==> src/rtl/core/avd_pkg.sv <==
// avd_pkg: shared constants, types and the CORDIC arctangent table
// for the vector angle core. No dependencies.
`default_nettype none
package avd_pkg;
	localparam int COMPONENT_BITS = 16;
	localparam int NORM_BITS      = 15;
	localparam int SQRT_STAGES    = 32;
	localparam int CORDIC_STAGES  = 22;
	localparam int XY_W           = 36;
	localparam int Z_W            = 26;
	localparam int D_W            = 34;

	localparam logic [Z_W-1:0]  BASE_RIGHT  = Z_W'(5898240);
	localparam logic [Z_W-1:0]  T_MAX       = Z_W'(11796480);
	localparam logic [15:0]     ANGLE_MAX   = 16'd46080;
	localparam logic [15:0]     ANGLE_RIGHT = 16'd23040;

	typedef struct packed {
		logic                  valid;
		logic                  zero;
		logic signed [D_W-1:0] d;
	} sqrt_side_t;

	typedef struct packed {
		logic valid;
		logic zero;
		logic obtuse;
	} cordic_side_t;

	function automatic logic [Z_W-1:0] atan_q16(input int i);
		case (i)
			0:       atan_q16 = Z_W'(2949120);
			1:       atan_q16 = Z_W'(1740967);
			2:       atan_q16 = Z_W'(919879);
			3:       atan_q16 = Z_W'(466945);
			4:       atan_q16 = Z_W'(234379);
			5:       atan_q16 = Z_W'(117304);
			6:       atan_q16 = Z_W'(58666);
			7:       atan_q16 = Z_W'(29335);
			8:       atan_q16 = Z_W'(14668);
			9:       atan_q16 = Z_W'(7334);
			10:      atan_q16 = Z_W'(3667);
			11:      atan_q16 = Z_W'(1833);
			12:      atan_q16 = Z_W'(917);
			13:      atan_q16 = Z_W'(458);
			14:      atan_q16 = Z_W'(229);
			15:      atan_q16 = Z_W'(115);
			16:      atan_q16 = Z_W'(57);
			17:      atan_q16 = Z_W'(29);
			18:      atan_q16 = Z_W'(14);
			19:      atan_q16 = Z_W'(7);
			20:      atan_q16 = Z_W'(4);
			21:      atan_q16 = Z_W'(2);
			default: atan_q16 = '0;
		endcase
	endfunction
endpackage
`default_nettype wire

==> src/rtl/core/avd_sqrt_cell.sv <==
// avd_sqrt_cell: one bit-pair step of the integer square root chain.
// Depends on avd_pkg.
`default_nettype none
module avd_sqrt_cell #(
	parameter int K = 0
) (
	input  wire                 clk,
	input  wire                 arst_n,
	input  avd_pkg::sqrt_side_t side_in,
	input  wire [63:0]          n_in,
	input  wire [63:0]          res_in,
	output avd_pkg::sqrt_side_t side_out,
	output logic [63:0]         n_out,
	output logic [63:0]         res_out
);
	localparam logic [63:0] BIT = 64'd1 << (62 - 2 * K);

	logic                           valid_q;
	logic                           zero_q;
	logic signed [avd_pkg::D_W-1:0] d_q;
	logic [63:0]                    trial;

	assign trial    = res_in + BIT;
	assign side_out = {valid_q, zero_q, d_q};

	always_ff @(posedge clk or negedge arst_n) begin
		if (!arst_n) begin
			valid_q <= 1'b0;
		end else begin
			valid_q <= side_in.valid;
		end
	end

	always_ff @(posedge clk) begin
		zero_q <= side_in.zero;
		d_q    <= side_in.d;
		if (n_in >= trial) begin
			n_out   <= n_in - trial;
			res_out <= (res_in >> 1) + BIT;
		end else begin
			n_out   <= n_in;
			res_out <= res_in >> 1;
		end
	end
endmodule
`default_nettype wire

==> config.mk <==
export PLATFORM = sky130hd
export DESIGN_NAME = avd_sqrt_cell
export DESIGN_NICKNAME = d
export VERILOG_FILES = /design/src/rtl/core/avd_pkg.sv /design/src/rtl/core/avd_sqrt_cell.sv
export SDC_FILE = /design/constraint.sdc
export NUM_CORES = 1
export LEC_CHECK = 0
export BUFFER_PORTS_ARGS = -buffer_cell sky130_fd_sc_hd__buf_2
export CORE_AREA = 5 5 134 136
export CTS_BUF_LIST = sky130_fd_sc_hd__clkbuf_4
export DETAILED_ROUTE_END_ITERATION = 8
export DIE_AREA = 0 0 139 141
export HOLD_SLACK_MARGIN = 0.15
export PLACE_DENSITY = 0.93
export SLEW_MARGIN = 20
export SYNTH_ARGS = -nofsm -noshare
export SYNTH_HDL_FRONTEND = slang
export SYNTH_SLANG_ARGS = --single-unit
==> constraint.sdc <==
create_clock -name clk -period 0.8 [get_ports clk]
set_input_delay 0.04 -clock clk [delete_from_list [all_inputs] [get_ports clk]]
set_output_delay 0.04 -clock clk [all_outputs]
set_load 0.01 [all_outputs]
==> key figures, run 1 <==
Global route
  • Largest net degree at the start of global routing: 18

Floorplan
  • Ports: 330
  • Initial Util: 0.4798
  • Height of the die: around 140 um
  • Rows: 48
  • Die Width: 139 um

Yosys
  • Async SR Flop Fraction: 0.006098
  • Distinct cell type count after synthesis: 60
  • Post-synth EDFFs: 0
  • Post-Syn Instances: 923
  • Synthesized area per cell: 8.742 um2
  • Ys Warns: 0
  • Flops & latches, synth: 164
  • Top_reg_cell synth: dfxtp_1
  • Sequential-to-total area share from yosys stat: 0.4075
  • Syn nets: 1154
  • Post-synthesis cell area: 0.008069 mm2

Place
  • Routability Congestion: 0.9221
  • Port-buffer cells: 329
  • HPWL Detailed: ~23000 um

STA
  • Worst_ep kind: sequential cell input
  • Worst setup endpoint GRT: n_out[18]$_DFF_P_/D

CTS
  • Clock root cell: clkbuf_4
  • CTS Sinks: 164
  • Clock buffer depth: 2
  • H-tree depth: 4
  • CTS Buf Count: 17

Run status
  • First error: [ERROR DPL-0038] Utilization greater than 100%, impossible to legalize
  • Outcome: aborted with a tool error
  • Stopped at: global routing (5_1_grt)
## logic make-up after synthesis
| logic type | count (synthesis) | share of synthesized area |
|---|---|---|
| AO/OA/AOI/OAI | 272 | 0.2113 |
| AND/OR/NAND/NOR | 234 | 0.1406 |
| flip-flops | 164 | 0.4075 |
| buffers and inverters | 117 | 0.05722 |
| adder cells (fa/ha/maj) | 65 | 0.1017 |
| XOR/XNOR | 56 | 0.06078 |
| multiplexers | 15 | 0.02078 |
## cells in the mapped netlist, types with 2 or more instances
cell type / number / area (um2)
mux2_2: 10 / 112.6
a31oi_1: 7 / 43.79
mux2_1: 4 / 45.04
buf_2: 11 / 55.05
clkbuf_1: 25 / 93.84
o22ai_1: 2 / 12.51
and2_1: 10 / 62.56
nor4b_1: 2 / 17.52
a21o_1: 49 / 367.9
xor2_1: 20 / 175.2
o21bai_1: 11 / 82.58
nor2b_1: 10 / 62.56
o31a_1: 5 / 43.79
or3_1: 4 / 25.02
nand2b_1: 3 / 18.77
ha_1: 64 / 800.8
nor3_1: 11 / 55.05
and3_1: 13 / 81.33
a41oi_1: 5 / 43.79
nor2_1: 82 / 307.8
or2_2: 4 / 25.02
o21ai_0: 40 / 200.2
o211ai_1: 7 / 52.55
o31ai_1: 2 / 15.01
nand2_1: 52 / 195.2
a21oi_1: 111 / 555.5
a211o_1: 2 / 17.52
dfxtp_1: 163 / 3263
and4_1: 3 / 26.28
nand4_1: 18 / 112.6
o41ai_1: 2 / 17.52
o21a_1: 7 / 52.55
and4b_1: 2 / 20.02
nand3_1: 14 / 70.07
a211oi_1: 4 / 30.03
xnor2_1: 36 / 315.3
o21ai_1: 3 / 15.01
inv_1: 78 / 292.8
buf_4: 2 / 15.01
a21boi_0: 5 / 37.54
## through the flow
step | hold WS [ns] | cell area, um2 | setup TNS (ns) | std cells | worst slack, ns
floorplan | -0.2556 | 8144 | -109.88 | 923 | -1.692
global placement | -0.1846 | 11720 | -139.99 | 1680 | -2.252
detailed placement | -0.1829 | 11720 | -147.76 | 1680 | -2.353
CTS | -0.4693 | 14800 | -134.22 | 1890 | -1.436
## repair_timing
action                                 CTS
endpoints found under the hold margin  165
pin swaps                               30
cloned                                   6
hold buffers                           147
setup endpoints to repair              230
resized for setup                      219
buffers inserted                        26
==> run 2: changes to the inputs <==
--- a/config.mk
+++ b/config.mk
@@ -6,12 +6,10 @@
 export NUM_CORES = 1
 export LEC_CHECK = 0
 export BUFFER_PORTS_ARGS = -buffer_cell sky130_fd_sc_hd__buf_2
-export CORE_AREA = 5 5 134 136
-export CTS_BUF_LIST = sky130_fd_sc_hd__clkbuf_4
+export CORE_AREA = 5 5 149 151
 export DETAILED_ROUTE_END_ITERATION = 8
-export DIE_AREA = 0 0 139 141
-export HOLD_SLACK_MARGIN = 0.15
-export PLACE_DENSITY = 0.93
+export DIE_AREA = 0 0 154 156
+export PLACE_DENSITY_LB_ADDON = 0.15
 export SLEW_MARGIN = 20
 export SYNTH_ARGS = -nofsm -noshare
 export SYNTH_HDL_FRONTEND = slang
==> key figures, run 2 <==
Yosys
  • Synth top area cells: dfxtp_1 40%, ha_1 9.9%, a21oi_1 6.9% (unchanged)
  • Post-synth top area cell: dfxtp_1 (unchanged)
  • Post-Syn Instances: 923 (unchanged)
  • Ys Warns: 0 (unchanged)
  • Post-synthesis cell area: 0.008069 mm2 (unchanged)
  • Top-area cell type share of the netlist area: 0.4044 (unchanged)
  • Most common cell in the netlist: dfxtp_1 (unchanged)
  • Syn nets: 1154 (unchanged)
  • Top_reg_cell synth: dfxtp_1 (unchanged)
  • Async SR Flop Fraction: 0.006098 (unchanged)
  • Post-synth top cells: 163 x dfxtp_1, 111 x a21oi_1, 82 x nor2_1 (unchanged)
  • Sequential-to-total area share from yosys stat: 0.4075 (unchanged)
  • Synthesized area per cell: 8.742 um2 (unchanged)
  • Distinct cell type count after synthesis: 60 (unchanged)
  • Flops & latches, synth: 164 (unchanged)
  • Post-synth EDFFs: 0 (unchanged)

Setup path
  • CP Capture Type: register
  • Crit-path max FO: 4
  • Worst EP required: 1.13 ns
  • Critical path arrival: 2.72 ns
  • Setup Crit Path Kind: input pin to register
  • Startpoint types: input pin

CTS
  • CTS tree: yes
  • CTS Sinks: 164 (unchanged)
  • Clock buffer depth: 2 (unchanged)
  • Clock transition at the registers of the reported paths: 0.07 ns
  • Clock root cell: clkbuf_16 (was clkbuf_4)
  • H-tree depth: 4 (unchanged)
  • CTS Buf Count: 17 (unchanged)

STA
  • RSZ-0062 raised after global routing: true
  • Setup TNS: -114.87 ns
  • Relative slew margins: 0.6712
  • FMAX: 417.8 MHz
  • Final hold vios: 0
  • Final Hold Slack: 0.07823 ns
  • Post-route clock period utilization: 2.992
  • Final number of setup-violating endpoints: 230
  • Final worst setup slack: -1.594 ns
  • Worst Tran Pin Value: just under 0.5 ns
  • Fin. max-slew vios: 0
  • Final Critical Period: 2.394 ns

Route
  • First-pass DRT Iterations: 6
  • Total length of routed wires: 35580 um
  • Drt via density: 4.970
  • Initial DRC Count: 494
  • # DRC: 0
  • ANT nets after route: 0
  • Vias: 9772
  • Wire per inst: 18.10 um

Final layout
  • Commonest non-fill, non-tap cell in the layout: buf_4
  • Final core utilization: 0.7853
  • Commonest non-fill, non-tap cells in the layout: 241 x buf_4, 240 x buf_2, 164 x dlygate4sd3_1
  • Final Net Count: 1909
  • Inserted Diodes: 0
  • Layout cell share with drive strength beyond 1: 0.5299
  • Biggest regs: n_out (64), res_out (64), d_q (34)
  • P&R area growth vs syn: 101.3%
  • FILL cells: between 1000 and 1500

Place
  • Pre-CTS setup slack: -2.390 ns (was -2.353 ns)
  • HPWL Detailed: 21560 um (was 23480 um)
  • Routability Congestion: 0.8749 (was 0.9221)
  • Port-buffer cells: 329 (unchanged)

Run status
  • Outcome: finished with violations (was aborted with a tool error)
  • Violated checks: setup timing

Flow run
  • Maxcap violations: 0

Global route
  • Gr usage total: 0.2427
  • Largest net degree at the start of global routing: 20
  • First-pass GRT wire length: 48090 um
  • Vias in the first global route: a little under 10000
  • Initial antenna violation count: 1
  • GR Overflow Total: 0

Power
  • Lkg Pwr: 7.891 nW
  • Power, Total: ~0.03 W
  • Pwr dens: 1817 mW/mm2
  • Maximum VDD drop: 1302 uV

Floorplan
  • Height of the die: 156 um (was 141 um)
  • Ports: 330 (unchanged)
  • Rows: 53 (was 48)
  • Core area: 0.02069 mm2
  • Initial Util: 0.3900 (was 0.4798)
  • Die Width: 154 um (was 139 um)
  • Full die area: 0.02402 mm2

Worst hold path
  • Worst Hold Class: input pin to register
==> run 2: cell counts after synthesis <==
Identical to the previous run, type by type.
==> run 2: what timing repair did <==
item	4_1_cts	5_1_grt
setup buffers	16	21
gates cloned	3	7
setup endpoints to repair	230	230
hold endpoints to repair	162	0
resized for setup	125	328
pin swaps	19	46
hold buffers	164	0
==> run 2: kinds of logic after synthesis <==
logic type               after synthesis  share of synthesized area
AO/OA/AOI/OAI                        272                     0.2113
XOR/XNOR                              56                    0.06078
adder cells (fa/ha/maj)               65                     0.1017
buffers and inverters                117                    0.05722
flip-flops                           164                     0.4075
multiplexers                          15                    0.02078
AND/OR/NAND/NOR                      234                     0.1406
==> run 2: path summary, 6_finish.rpt <==
| check | from | end | slack, ns | cells after the start |
|---|---|---|---|---|
| worst min-delay path | res_in[1] | n_out[1]$_DFF_P_ | 0.08 | 4 |
| worst max-delay path | n_in[5] | n_out[60]$_DFF_P_ | -1.59 | 14 |
| min in group asynchronous | arst_n | valid_q$_DFF_PN0_ | 0.46 | 3 |
| max in group asynchronous | arst_n | valid_q$_DFF_PN0_ | 0.23 | 3 |
==> run 2: worst max-delay path: stages <==
cell and delay, ns:
buf_6 0.10, ha_4 0.27, buf_6 0.09, and3_4 0.19, nand3_4 0.07, buf_6 0.12
or4_4 0.43, o211ai_1 0.21, o21ai_2 0.11, o41ai_4 0.23, buf_4 0.21, or4b_4 0.46
a21oi_2 0.11, nor3_1 0.06
==> run 2: final cells by class <==
class | instances | area, um2 | area share
Inverter | 78 | 310.3 | 0.01910
Multi-Input combinational cell | 642 | 5306 | 0.3266
Clock buffer | 19 | 442.9 | 0.02726
Sequential cell | 164 | 3391 | 0.2087
Clock inverter | 13 | 141.4 | 0.008702
Timing Repair Buffer | 775 | 6311 | 0.3884
Tap cell | 275 | 344.1 | 0.02118
==> run 2: layer usage <==
| layer | wire (um) | vias to the layer above | GRT usage |
|---|---|---|---|
| li1 | - | 4735 | - |
| met4 | 699 | 2 | 0.06981 |
| met5 | 7 | - | 0 |
| met3 | 2058 | 49 | 0.05908 |
| met2 | 18830 | 345 | 0.4364 |
| met1 | 13980 | 4641 | 0.2878 |
==> run 2: where the power goes <==
| part | switching (W) | internal (W) |
|---|---|---|
| Clock | 0.00390 | 0.00447 |
| Sequential | 0.000403 | 0.00921 |
| Combinational | 0.00523 | 0.00629 |
==> run 2: metrics by stage <==
| stage | instances | area (um2) |
|---|---|---|
| 2_1_floorplan | 923 | 8144 |
| 3_3_place_gp | 1732 | 11790 |
| 3_5_place_dp | 1732 | 11790 |
| 4_1_cts | 1946 | 14760 |
| 5_1_grt | 1966 | 16250 |
| 6_report | 1966 | 16250 |
Note: power is estimated with default switching activity, not from simulation.
==> run 3: changes to the inputs <==
--- a/config.mk
+++ b/config.mk
@@ -5,11 +5,12 @@
 export SDC_FILE = /design/constraint.sdc
 export NUM_CORES = 1
 export LEC_CHECK = 0
-export BUFFER_PORTS_ARGS = -buffer_cell sky130_fd_sc_hd__buf_2
+export BUFFER_PORTS_ARGS = -buffer_cell sky130_fd_sc_hd__clkbuf_2
 export CORE_AREA = 5 5 149 151
 export DETAILED_ROUTE_END_ITERATION = 8
 export DIE_AREA = 0 0 154 156
 export PLACE_DENSITY_LB_ADDON = 0.15
+export RECOVER_POWER = 100
 export SLEW_MARGIN = 20
 export SYNTH_ARGS = -nofsm -noshare
 export SYNTH_HDL_FRONTEND = slang
==> key figures, run 3 (synthesis results as in run 2) <==
Run status
  • Outcome: finished with violations (unchanged)
  • Violated checks: hold timing, setup timing (was setup timing)

STA
  • Final Hold Slack: -0.01158 ns (was 0.07823 ns)
  • Fin. max-slew vios: 0 (unchanged)
  • RSZ-0062 raised after global routing: true (unchanged)
  • Final number of setup-violating endpoints: 230 (unchanged)
  • Final hold vios: 1 (was 0)
  • Final Critical Period: 2.352 ns (was 2.394 ns)
  • Relative slew margins: 0.6239 (was 0.6712)
  • FMAX: 425.2 MHz (was 417.8 MHz)
  • Post-route clock period utilization: 2.940 (was 2.992)
  • Final worst setup slack: -1.552 ns (was -1.594 ns)
  • Worst Tran Pin Value: 0.5582 ns (was 0.4881 ns)

Power
  • Sequential share of power: 0.322 (was 0.326)
  • Clock power frac: 0.280 (was 0.284)
  • Logic pwr share: 0.397 (was 0.390)
  • Internal: 0.01985 W (was 0.01998 W)
  • Switching share of total power: 0.3327 (was 0.3232)
  • Lkg Pwr: 7.843 nW (was 7.891 nW)
  • Switching power: 0.009894 W (was 0.009538 W)
  • Maximum VDD drop: 1467 uV (was 1302 uV)
  • Pwr dens: 1816 mW/mm2 (was 1817 mW/mm2)

Setup path
  • Setup Crit Path Kind: input pin to register (unchanged)
  • Worst EP required: 1.13 ns (about the same)
  • CP Capture Type: register (unchanged)
  • Startpoint types: input pin (unchanged)
  • Critical path arrival: 2.68 ns (was 2.72 ns)
  • Crit-path max FO: 5 (was 4)

CTS
  • CTS Buf Count: 17 (unchanged)
  • Hold buffers post-CTS: 163 (was 164)
  • Clock transition at the registers of the reported paths: 0.08 ns (was 0.07 ns)
  • Clock buffer depth: 2 (unchanged)
  • H-tree depth: 4 (unchanged)
  • Clock root cell: clkbuf_16 (unchanged)
  • CTS tree: yes (unchanged)
  • CTS Sinks: 164 (unchanged)

Route
  • Total length of routed wires: 36300 um (was 35580 um)
  • Drt via density: 5.051 (was 4.970)
  • Vias: 9931 (was 9772)
  • First-pass DRT Iterations: 5 (was 6)
  • Initial DRC Count: 404 (was 494)
  • ANT nets after route: 0 (unchanged)
  • Wire per inst: 18.46 um (was 18.10 um)
  • # DRC: 0 (unchanged)

Global route
  • Largest net degree at the start of global routing: 18 (was 20)
  • Gr usage total: 0.2498 (was 0.2427)
  • Met1 Use GR: 0.2822 (was 0.2878)
  • Met3 usage: 0.05853 (was 0.05908)
  • Top Usage Layer GRT: met2 (unchanged)
  • GR Overflow Total: 0 (unchanged)
  • Initial antenna violation count: 0 (was 1)
  • Vias in the first global route: 10171 (was 9734)
  • Met2 GRT Util: 0.4640 (was 0.4364)
  • First-pass GRT wire length: 49360 um (was 48090 um)

Flow run
  • Maxcap violations: 0 (unchanged)

Floorplan
  • Die Width: 154 um (unchanged)
  • Initial Util: 0.3900 (unchanged)
  • Height of the die: 156 um (unchanged)
  • Core area: 0.02069 mm2 (unchanged)
  • Ports: 330 (unchanged)
  • Rows: 53 (unchanged)
  • Full die area: 0.02402 mm2 (unchanged)

Place
  • HPWL Detailed: 21560 um (about the same)
  • Routability Congestion: 0.8919 (was 0.8749)
  • Port-buffer cells: 329 (unchanged)
  • Placed cells: 1734 (was 1732)
  • Pre-CTS setup slack: -2.324 ns (was -2.390 ns)

Worst hold path
  • Worst Hold Class: input pin to register (unchanged)
  • Hold depth: 4 (unchanged)

Final layout
  • Inserted Diodes: 0 (unchanged)
  • Commonest non-fill, non-tap cell in the layout: buf_4 (unchanged)
  • Biggest regs: n_out (64), res_out (64), d_q (34) (unchanged)
  • Non-Filler Instances: 1966 (unchanged)
  • P&R area growth vs syn: 103.0% (was 101.3%)
  • Final Net Count: 1909 (unchanged)
  • Layout cell share with drive strength beyond 1: 0.5257 (was 0.5299)
  • Commonest non-fill, non-tap cells in the layout: 246 x buf_4, 163 x dlygate4sd3_1, 125 x clkbuf_2 (was 241 x buf_4, 240 x buf_2, 164 x dlygate4sd3_1)
[run 3: changes by cell type in the layout (fill, tap and decap cells not counted), moves of 9 or more]
cell      previous run  this run
clkbuf_2             0       125
dfxtp_1             81        90
nor2_2              10        19
a21oi_2             30        49
nor2_1              49        39
clkbuf_1             1        31
buf_6              108        83
dfxtp_2             82        73
buf_8                8        17
buf_2              240        89
a21oi_1             75        57
[run 3: through the flow]
step | cell area, um2 | TNS [ns] | total power, W | util
after floorplan | 8144 | -109.88 | 0.01352 | -
after global placement | 11830 | -136.93 | 0.01737 | 0.5720
after detailed placement | 11830 | -141.15 | 0.01742 | 0.5720
after CTS | 14950 | -123.16 | 0.02756 | 0.7224
after global routing | 16380 | -124.94 | 0.03102 | 0.7917
final | 16380 | -115.88 | 0.02974 | 0.7917
[run 3: power by group through the flow]
stage	Sequential (W)	Combinational, W	Clock, W
6_report	0.00959	0.0118	0.00833
5_1_grt	0.00966	0.0126	0.00875
4_1_cts	0.00943	0.00979	0.00834
3_5_place_dp	0.00955	0.00787	0
3_3_place_gp	0.00953	0.00784	0
2_1_floorplan	0.0100	0.00350	0
[run 3: layout make-up]
type                    instances  area (um2)
clock buffers                  18       439.2
clock inverters                14       140.1
fillers                      1303        4310
inverters                      78       312.8
multi-input cells             642        5463
flip-flops and latches        164        3379
well taps                     275       344.1
repair buffers                775        6301
[run 3: critical path: stages]
cell and delay, ns:
clkbuf_2 0.10, inv_1 0.04, ha_1 0.29, buf_4 0.15
and2_1 0.17, o2111ai_2 0.20, a41o_1 0.31, nor3_4 0.17
o21ai_2 0.10, o41ai_4 0.38, or4b_4 0.53, a21oi_2 0.13
nor3_2 0.06
[run 3: timing repair]
| item | in CTS | in global routing |
|---|---|---|
| endpoints found under the setup margin | 230 | 230 |
| cloned | 6 | 5 |
| hold endpoints to repair | 162 | 1 |
| resized for setup | 141 | 493 |
| buffers inserted | 18 | 18 |
| pin swaps | 19 | 52 |
[run 3: per-layer routing]
metal / up-vias / share of wire
met4: 0 / 0.030
met2: 395 / 0.53
met3: 86 / 0.065
li1: 4733 / -
met1: 4717 / 0.37
met5: - / 0
[run 3: worst paths after layout]
path,slack [ns],to,from
worst max-delay path,-1.55,n_out[60]$_DFF_P_,res_in[17]
worst min-delay path,-0.01,n_out[0]$_DFF_P_,res_in[0]
max in group asynchronous,0.25,valid_q$_DFF_PN0_,arst_n
min in group asynchronous,0.45,valid_q$_DFF_PN0_,arst_n
==> run 4: changes to the inputs <==
--- a/config.mk
+++ b/config.mk
@@ -6,6 +6,7 @@
 export NUM_CORES = 1
 export LEC_CHECK = 0
 export BUFFER_PORTS_ARGS = -buffer_cell sky130_fd_sc_hd__clkbuf_2
+export CAP_MARGIN = 5
 export CORE_AREA = 5 5 149 151
 export DETAILED_ROUTE_END_ITERATION = 8
 export DIE_AREA = 0 0 154 156
==> constraint.sdc (replaced) <==
create_clock -name clk -period 0.8 [get_ports clk]
set_input_delay 0.08 -clock clk [delete_from_list [all_inputs] [get_ports clk]]
set_output_delay 0.08 -clock clk [all_outputs]
set_load 0.01 [all_outputs]
==> key figures, run 4 (synthesis results as in run 2) <==
Power
  • Lkg Pwr: 7.877 nW (was 7.843 nW)
  • Maximum VDD drop: 1499 uV (was 1467 uV)
  • Power, Total: 0.02974 W (about the same)
  • Pwr dens: 1806 mW/mm2 (was 1816 mW/mm2)

Run status
  • Violated checks: setup timing (was hold timing, setup timing)
  • Outcome: finished with violations (unchanged)

STA
  • Post-route clock period utilization: 3.018 (was 2.940)
  • Final worst setup slack: -1.615 ns (was -1.552 ns)
  • Worst Tran Pin Value: 0.5655 ns (was 0.5582 ns)
  • Final Critical Period: 2.415 ns (was 2.352 ns)
  • Fin. max-slew vios: 0 (unchanged)
  • Relative slew margins: 0.6190 (was 0.6239)
  • FMAX: 414.1 MHz (was 425.2 MHz)
  • Final hold vios: 0 (was 1)
  • Final number of setup-violating endpoints: 230 (unchanged)
  • RSZ-0062 raised after global routing: true (unchanged)

Global route
  • Vias in the first global route: 9750 (was 10171)
  • Largest net degree at the start of global routing: 22 (was 18)
  • GR Overflow Total: 0 (unchanged)
  • Initial antenna violation count: 1 (was 0)
  • First-pass GRT wire length: 47580 um (was 49360 um)
  • Gr usage total: 0.2380 (was 0.2498)

Worst hold path
  • Hold depth: 4 (unchanged)
  • Hold_sp: n_in[53] (was res_in[0])
  • Worst Hold Class: input pin to register (unchanged)
  • Worst Hold Path EP: n_out[53]$_DFF_P_ (was n_out[0]$_DFF_P_)

Setup path
  • Max stage delay on crit path: 0.42 ns (was 0.53 ns)
  • Crit-path max FO: 4 (was 5)
  • Max stage delay cell, worst path: a2111oi_4 (was or4b_4)
  • Setup Crit Path Kind: input pin to register (unchanged)
  • Cell Chain, Critical Path: clkbuf_1 -> inv_1 -> ha_4 -> a21o_1 -> a21o_1 -> a21o_1 -> a21oi_2 -> o21ai_2 -> a2111oi_4 -> o41ai_4 -> buf_4 -> buf_8 -> buf_4 -> buf_6 -> buf_6 -> nor2_1 -> a21oi_1 (was clkbuf_2 -> inv_1 -> ha_1 -> buf_4 -> and2_1 -> o2111ai_2 -> a41o_1 -> nor3_4 -> o21ai_2 -> o41ai_4 -> or4b_4 -> a21oi_2 -> nor3_2)
  • Critical path arrival: 2.73 ns (was 2.68 ns)
  • CP delay by family, top: compound AO/OA/AOI/OAI gates (unchanged)
  • CP Capture Type: register (unchanged)
  • Buf+Inv Stages, Crit Path: 7 (was 3)
  • Startpoint types: input pin (unchanged)
  • Cell mode on critical path: a21o_1
  • CP Launch Point: res_in[32] (was res_in[17])
  • Worst EP required: 1.11 ns (was 1.13 ns)

CTS
  • CTS tree: yes (unchanged)
  • Clock transition at the registers of the reported paths: 0.07 ns (was 0.08 ns)
  • Clock buffer depth: 2 (unchanged)
  • CTS Buf Count: 17 (unchanged)
  • Clock root cell: clkbuf_16 (unchanged)
  • CTS Sinks: 164 (unchanged)
  • H-tree depth: 4 (unchanged)

Place
  • Routability Congestion: 0.8918 (was 0.8919)
  • HPWL Detailed: 21620 um (was 21560 um)
  • Pre-CTS setup slack: -2.356 ns (was -2.324 ns)
  • Port-buffer cells: 329 (unchanged)
  • Cell Area, Placed: 0.01183 mm2 (unchanged)

Flow run
  • Maxcap violations: 0 (unchanged)

Final layout
  • Commonest non-fill, non-tap cell in the layout: buf_4 (unchanged)
  • Biggest regs: n_out (64), res_out (64), d_q (34) (unchanged)
  • Commonest non-fill, non-tap cells in the layout: 250 x buf_4, 156 x dlygate4sd3_1, 134 x clkbuf_2 (was 246 x buf_4, 163 x dlygate4sd3_1, 125 x clkbuf_2)
  • P&R area growth vs syn: 104.1% (was 103.0%)
  • Multi-input logic area: 0.005513 mm2 (was 0.005463 mm2)
  • Layout cell share with drive strength beyond 1: 0.5409 (was 0.5257)
  • Final Net Count: 1906 (was 1909)
  • Design area: 0.01647 mm2 (was 0.01638 mm2)
  • Inserted Diodes: 0 (unchanged)
  • FILL cells: 1283 (was 1303)
  • Final core utilization: 0.7961 (was 0.7917)
  • Register area: 0.003390 mm2 (was 0.003379 mm2)

Route
  • Total length of routed wires: 35490 um (was 36300 um)
  • ANT nets after route: 0 (unchanged)
  • Vias: 9880 (was 9931)
  • Initial DRC Count: 419 (was 404)
  • Wire per inst: 18.08 um (was 18.46 um)
  • Drt via density: 5.033 (was 5.051)
  • First-pass DRT Iterations: 7 (was 5)
  • # DRC: 0 (unchanged)

Floorplan
  • Rows: 53 (unchanged)
  • Die Width: 154 um (unchanged)
  • Ports: 330 (unchanged)
  • Initial Util: 0.3900 (unchanged)
  • Core area: 0.02069 mm2 (unchanged)
  • Full die area: 0.02402 mm2 (unchanged)
  • Height of the die: 156 um (unchanged)
run 4: cell types whose count changed in the layout (fill, tap and decap cells not counted), moves of 3 or more:
cell,change
clkbuf_2,+9
nor2_1,-3
dfxtp_1,-8
buf_6,+5
dlygate4sd3_1,-7
ha_4,+3
buf_4,+4
dfxtp_2,+8
buf_2,-7
clkbuf_1,-6
clkbuf_16,+4
nor2_4,+4
run 4: routing by layer:
metal,track usage,up-vias,share of wire
met3,0.05465,66,0.064
met4,0.06476,2,0.022
met2,0.4326,368,0.53
met5,0,-,0.00031
met1,0.2819,4717,0.39
li1,-,4727,-
run 4: where the power goes:
| group | internal (W) | switching (W) | total (W) | leakage [nW] |
|---|---|---|---|---|
| combinational | 0.00651 | 0.00539 | 0.0119 | 6.21 |
| sequential | 0.00921 | 0.000403 | 0.00961 | 1.39 |
| clock | 0.00415 | 0.00407 | 0.00823 | 0.278 |
| total | 0.0199 | 0.00987 | 0.0297 | 7.88 |
run 4: layout make-up:
cell class,instances,share of cell area
Multi-Input combinational cell,642,0.3347
Clock inverter,14,0.008508
Tap cell,275,0.02089
Sequential cell,164,0.2058
Inverter,78,0.01914
Clock buffer,18,0.02606
Timing Repair Buffer,772,0.3849
run 4: how the worst max path moves through the flow:
stage,to,slack [ns],cells past startpoint
finish,n_out[41]$_DFF_P_,-1.61,17
CTS,n_out[60]$_DFF_P_,-1.69,15
global placement,n_out[62]$_DFF_P_,-2.33,15
floorplan,n_out[60]$_DFF_P_,-1.73,12
detailed placement,n_out[54]$_DFF_P_,-2.36,15
global route,n_out[41]$_DFF_P_,-1.73,17
run 4: metrics by stage:
| stage | instances | hold slack [ns] | setup TNS [ns] |
|---|---|---|---|
| floorplan | 923 | -0.2156 | -112.52 |
| global placement | 1734 | -0.1445 | -139.57 |
| detailed placement | 1734 | -0.1437 | -143.36 |
| CTS | 1932 | 0.002313 | -131.65 |
| global route | 1963 | 0.03632 | -133.82 |
| finish | 1963 | 0.003075 | -122.76 |
run 4: worst min-delay path: stages:
cell and delay, ns:
clkbuf_2 0.10, buf_4 0.11, nor2_4 0.03, a21oi_2 0.08
run 4: timing repair:
item,4_1_cts,5_1_grt
hold buffers,156,0
endpoints found under the hold margin,155,0
buffers inserted,10,23
setup endpoints to repair,230,230
gates cloned,2,10
pin swaps,16,61
gates resized for setup,105,545
